<file path="config.mk">
export PLATFORM = sky130hd
export DESIGN_NAME = ctd_mul
export DESIGN_NICKNAME = d
export VERILOG_FILES = /design/src/rtl/assert_macros.svh /design/src/rtl/ctd_pkg.sv /design/src/rtl/ctd_mul.sv
export SDC_FILE = /design/constraint.sdc
export NUM_CORES = 2
export LEC_CHECK = 0
export ABC_AREA = 1
export BUFFER_PORTS_ARGS = -buffer_cell sky130_fd_sc_hd__buf_2
export CAP_MARGIN = 10
export CORE_MARGIN = 2
export CORE_UTILIZATION = 41
export DETAILED_ROUTE_END_ITERATION = 10
export GPL_TIMING_DRIVEN = 0
export REMOVE_ABC_BUFFERS = 1
export SETUP_SLACK_MARGIN = 0.05
export SLEW_MARGIN = 15
export SYNTH_ARGS = -nofsm -noshare
export SYNTH_HDL_FRONTEND = slang
export SYNTH_SLANG_ARGS = --single-unit
</file>
<file path="constraint.sdc">
create_clock -name i_clk -period 17.4 [get_ports i_clk]
set_clock_uncertainty 0.15 [all_clocks]
set_input_delay 1.74 -clock i_clk [delete_from_list [all_inputs] [get_ports i_clk]]
set_output_delay 1.74 -clock i_clk [all_outputs]
set_load 0.01 [all_outputs]
</file>
<file path="src/rtl/assert_macros.svh">
// assertion helpers shared by the rtl
`ifndef ASSERT_MACROS_SVH
`define ASSERT_MACROS_SVH

`ifndef SYNTHESIS
// property checked only outside reset
`define CTD_ASSERT(lbl, clk, rstn, prop) \
    lbl: assert property (@(posedge clk) disable iff (!rstn) (prop)) \
        else $error("ctd check failed");
// property checked on every edge
`define CTD_ASSERT_ALWAYS(lbl, clk, prop) \
    lbl: assert property (@(posedge clk) (prop)) \
        else $error("ctd check failed");
`else
`define CTD_ASSERT(lbl, clk, rstn, prop)
`define CTD_ASSERT_ALWAYS(lbl, clk, prop)
`endif

`endif

</file>
<file path="src/rtl/ctd_pkg.sv">
package ctd_pkg;

    localparam int DEF_BLOCKS         = 4;
    localparam int DEF_CELLS_PER_SIDE = 8;
    localparam int DEF_GHOST          = 2;

    localparam int NCOMP = 13;

    localparam logic [1:0] REQ_DEPOSIT = 2'd0;
    localparam logic [1:0] REQ_READ    = 2'd1;
    localparam logic [1:0] REQ_CLEAR   = 2'd2;

    localparam logic REG_MASS = 1'b0;
    localparam logic REG_ICV  = 1'b1;

    localparam logic [16:0] ONE_Q16 = 17'd65536;
    localparam logic [30:0] CFG_RESET = 31'd65536;

    localparam logic [3:0] COMP_LAST = 4'd12;

    // per-cell sequencer steps
    localparam logic [4:0] STEP_COEF   = 5'd0;
    localparam logic [4:0] STEP_SXY    = 5'd1;
    localparam logic [4:0] STEP_SZ     = 5'd2;
    localparam logic [4:0] STEP_CW     = 5'd3;
    localparam logic [4:0] STEP_T0     = 5'd4;
    localparam logic [4:0] STEP_T3     = 5'd7;
    localparam logic [4:0] STEP_TERM0  = 5'd8;
    localparam logic [4:0] STEP_TERM12 = 5'd20;
    localparam logic [4:0] STEP_WB     = 5'd21;

    typedef logic signed [31:0] t_word;
    typedef logic signed [32:0] t_mul_op;

    // first factor of a term: 0 is cw*u_dot_normal, 1..3 cw*vel
    function automatic logic [1:0] term_p(input logic [3:0] n);
        logic [1:0] p;
        p = 2'd0;
        case (n) inside
            4'd1, 4'd4, 4'd5, 4'd6:   p = 2'd1;
            4'd2, 4'd7, 4'd8, 4'd9:   p = 2'd2;
            4'd3, 4'd10, 4'd11, 4'd12: p = 2'd3;
            default:                  p = 2'd0;
        endcase
        return p;
    endfunction

    // second factor: 0 is u_dot_normal, 1..3 vel
    function automatic logic [1:0] term_q(input logic [3:0] n);
        logic [1:0] q;
        q = 2'd0;
        case (n) inside
            4'd4, 4'd7, 4'd10: q = 2'd1;
            4'd5, 4'd8, 4'd11: q = 2'd2;
            4'd6, 4'd9, 4'd12: q = 2'd3;
            default:           q = 2'd0;
        endcase
        return q;
    endfunction

endpackage

</file>
<file path="src/rtl/ctd_mul.sv">
module ctd_mul (
    input  logic             i_clk,
    input  ctd_pkg::t_mul_op i_a,
    input  ctd_pkg::t_mul_op i_b,
    output logic signed [49:0] o_shr,
    output ctd_pkg::t_word   o_sat
);

    logic signed [65:0] r_prod;

    always_ff @(posedge i_clk) begin
        r_prod <= i_a * i_b;
    end

    // floor shift by 16, then clamp to the signed word range
    assign o_shr = 50'(r_prod >>> 16);

    always_comb begin
        if (!o_shr[49] && (o_shr[48:31] != '0)) begin
            o_sat = 32'sh7fffffff;
        end else if (o_shr[49] && (o_shr[48:31] != '1)) begin
            o_sat = 32'sh80000000;
        end else begin
            o_sat = o_shr[31:0];
        end
    end

endmodule

</file>
=== Word-level counts from Yosys, hierarchy flattened ===
Index checks and enable logic that the tools add are counted.

* Output and inout port bits: 82
* Word-level logic and storage cells: 9
* Input port bits: 67
* Register bits after elaboration: 66

* Multiplexer cells: 2
* Multipliers: 1
* Equal/unequal tests: 1
* Reductions and logical operators: 4

{| class="wikitable"
|+ Operator list
! operator !! number
|-
| 33-bit by 33-bit multiplier with 66-bit output || 1
|-
| 32-bit two-way mux || 2
|-
| 18-bit != test, second input constant || 1
|-
| 18-bit nonzero test || 1
|-
| 1-bit logical AND || 2
|-
| 1-bit logical NOT || 1
|}

=== Longest topological paths before layout ===
* Depth in word-level cells: 4
* Depth in mapped cells: 33
* Mapped depth without buffers: 31

=== Worst setup path after synthesis ===
Ideal clock, no wire load.

* Path kind: input -> register
* Start point: input i_a[32]
* End point: register r_prod[64]
* Required time: 17.138 ns
* Library setup time: 0.112 ns
* Arrival time: 8.770 ns
* Cell stages on the path: 28
* Buffers on the path: 2
* Setup slack: 8.368 ns
* Cell sequence: clkbuf_1 -> clkbuf_1 -> nand2_1 -> inv_1 -> fa_1 -> inv_1 -> fa_1 -> inv_1 -> fa_1 -> inv_1 -> fa_1 -> inv_1 -> fa_1 -> fa_1 -> fa_1 -> inv_1 -> fa_1 -> inv_1 -> ha_1 -> a21oi_1 -> a21boi_0 -> nand2_1 -> nand3_1 -> nand2_1 -> a21oi_1 -> nand2_1 -> nand2_1 -> nand2_1

* Cells in the longest elaborated chain, start to end: 1

{| class="wikitable"
|+ Ends and longest elaborated chain
! what !! RTL line !! RTL
|-
| from (decl) || ctd_mul.sv:3 || <nowiki>input ctd_pkg::t_mul_op i_a,</nowiki>
|-
| 33-bit by 33-bit multiplier with 66-bit output || ctd_mul.sv:12 || <nowiki>r_prod <= i_a * i_b;</nowiki>
|-
| to (signal assigned) || ctd_mul.sv:12 ||
|-
| to (decl) || ctd_mul.sv:9 || <nowiki>logic signed [65:0] r_prod;</nowiki>
|}

No other way between the ends.

=== Worst setup path after layout ===
* Start point: input i_a[32]
* End point: register r_prod[53]

Same word-level chain as after synthesis.

==> key figures <==
Critical path
  – Nature of the critical path startpoint: primary input
  – CP delay by family, top: adder cells
  – CP max stage cell: fa_1
  – WP buf/inv: 8
  – CP Capture Type: flip-flop
  – Crit-path max FO: 33
  – Max stage delay on crit path: 1.00 ns
  – Top cell by count, worst path: fa_1
  – CP Data Required Time: 17.42 ns
  – Critical path data arrival time: 10.10 ns
  – CP Class: in2reg

Drt
  – Pre-antenna DRT Iters: 5
  – Routed vias/inst: 4.76
  – DRC Markers: 0
  – Vias: 31800
  – Post-route ant nets: 0
  – Wire per inst: 17.4 um
  – Final WL: 116 mm
  – Drt initial violations: 1856

Synth
  – Syn Inst Count: 5415
  – Asr flop ratio synth: 0%
  – Synthesized area: 42300 um^2
  – Seq/Total Area, Yosys: 2.37%
  – Yosys warnings: 0
  – EDFF count, synth: 0
  – Flops & latches, synth: 50
  – Syn avg cell area: 7.80 um^2
  – Predominant post-synthesis flop cell: dfxtp_1
  – Synth cell types: 30

GRT
  – First-pass GRT wire length: 191 mm
  – Largest net degree at the start of global routing: 34
  – Total grt overflow: 0
  – Total GRT Usage: 22.9%
  – Vias in the first global route: 35000
  – Initial antenna violation count: 8

Clocking
  – Post-CTS setup buffer count: 0
  – Reg clk slew, reported paths: 0.07 ns
  – CTS H-tree depth: 2
  – Hold buffers post-CTS: 0
  – Post-CTS resize count: 0
  – CTS Sinks: 50
  – CTS tree: yes
  – Num CTS Buffers: 5
  – CTS root buf: clkbuf_16
  – Longest Clk Path Bufs: 2

STA
  – Tmin final: 10.08 ns
  – Normalized max-slew margin: 25.0%
  – Worst-margin pin slew: 1.12 ns
  – TNS Setup: 0 ns
  – Final setup vio count: 0
  – Final hold violation count: 0
  – Final Slew Violations: 0
  – Fin crit share: 57.9%
  – Fmax: 99.2 MHz
  – Worst-case hold slack: 2.35 ns
  – Unrepaired setup endpoints after global routing: false

Floorplan
  – Initial core utilization: 41.4%
  – Die width: 325 um
  – Placement Rows: 117
  – Core area: 102000 um^2
  – Die Y: 325 um
  – Die area: 106000 um^2
  – Ports: 149

Placed design
  – Port Buffers: 148
  – HPWL after detailed placement: 97.4 mm
  – Placed cell areas: 43800 um^2
  – GP Congestion: 1.00

Final layout
  – Post-route design area: 44000 um^2
  – Biggest regs: r_prod x50
  – Total of fill cells in the finished design: 10400
  – Share of layout cells above drive strength 1: 3.24%
  – Syn-to-layout area delta: 4.03%
  – # nets final: 6730
  – Max reg flops: 50
  – Fin util: 43.1%
  – Most flops, register: r_prod

Outcome
  – Outcome: completed

Job
  – Max-cap violation count: 0

Hold path
  – Hold crit path type: reg2out
## metrics by stage
stage / worst slack (ns) / cells
floorplan: 8.73 / 5149
global placement: 6.93 / 6665
detailed placement: 6.89 / 6668
CTS: 7.25 / 6676
global route: 6.80 / 6676
finish: 7.32 / 6677
## worst paths after layout
kind,start,endpoint,slack [ns],cells past startpoint
setup / recovery,i_a[32],r_prod[53]$_DFF_P_,7.32,26
hold / removal,r_prod[27]$_DFF_P_,o_shr[11],2.35,1
## cells in the mapped netlist, types with 2 or more instances
master / n / share of area, %
and3_1: 2 / 0.030
and2_1: 3 / 0.044
nand2_2: 3 / 0.044
a21boi_0: 4 / 0.071
o21ai_1: 2 / 0.024
ha_1: 212 / 6.3
o21bai_1: 8 / 0.14
xor2_1: 25 / 0.52
dfxtp_1: 50 / 2.4
nor3_1: 9 / 0.11
or2_2: 5 / 0.074
inv_1: 1840 / 16
clkbuf_1: 265 / 2.4
o21ai_0: 68 / 0.81
nand3_1: 70 / 0.83
nor2_1: 178 / 1.6
nand4_1: 11 / 0.16
nand2_1: 1361 / 12
nor4_1: 11 / 0.16
xnor2_1: 6 / 0.12
a21oi_1: 130 / 1.5
fa_1: 1144 / 54
## placed cells by master, fill, tap and decap left out
cell          n
nand2_2       3
dfxtp_1      50
nand4_1      11
o21bai_1      8
a21o_1        1
and3_1        2
buf_12        2
xnor2_1       6
clkbuf_16     5
nor4_1       11
a31oi_4       1
inv_2         2
diode_2       1
inv_8         1
nand2_1    1361
nor2_1      178
ha_1        212
fa_1       1144
o21ai_4       1
buf_16        1
a21boi_0      4
clkinv_4      2
xor2_1       25
nand3_1      70
o21ai_1       2
nor2_2        1
and2_1        3
o21a_1        1
or2_2         5
nor3_1        9
buf_2       148
a21oi_1     130
nand3b_1      1
inv_1      1839
o21ai_0      67
o211ai_1      1
## layout make-up
class	count	area, um^2	share of cell area (%)
tap	1368	1710	3.89
multi-input combinational	3258	33400	75.9
sequential	50	1000	2.28
antenna	1	2.50	0.00569
timing repair buffer	151	808	1.84
clock inverter	3	28.8	0.0655
inverter	1841	6910	15.7
clock buffer	5	125	0.285
## layer usage
metal  GRT usage, %  part of all wire (%)
met4           5.14                   2.3
met5              0                 0.023
met1           30.5                    43
met3           2.15                   5.1
met2           40.5                    50
## cell families (layout without fill, tap and decap cells)
kind of cell    Yosys count  in the layout  share of synthesized area [%]
compound gates          216            216                           2.65
xor+xnor                 31             31                          0.642
fa+ha+maj              1356           1356                           60.5
buf+inv                2107           2000                           18.7
flops                    50             50                           2.37
other cells               0              1                              0
simple gates           1655           1655                           15.2
Power is not shown: default switching activity piles up to over one toggle a cycle in this logic, so the estimate is an artifact.
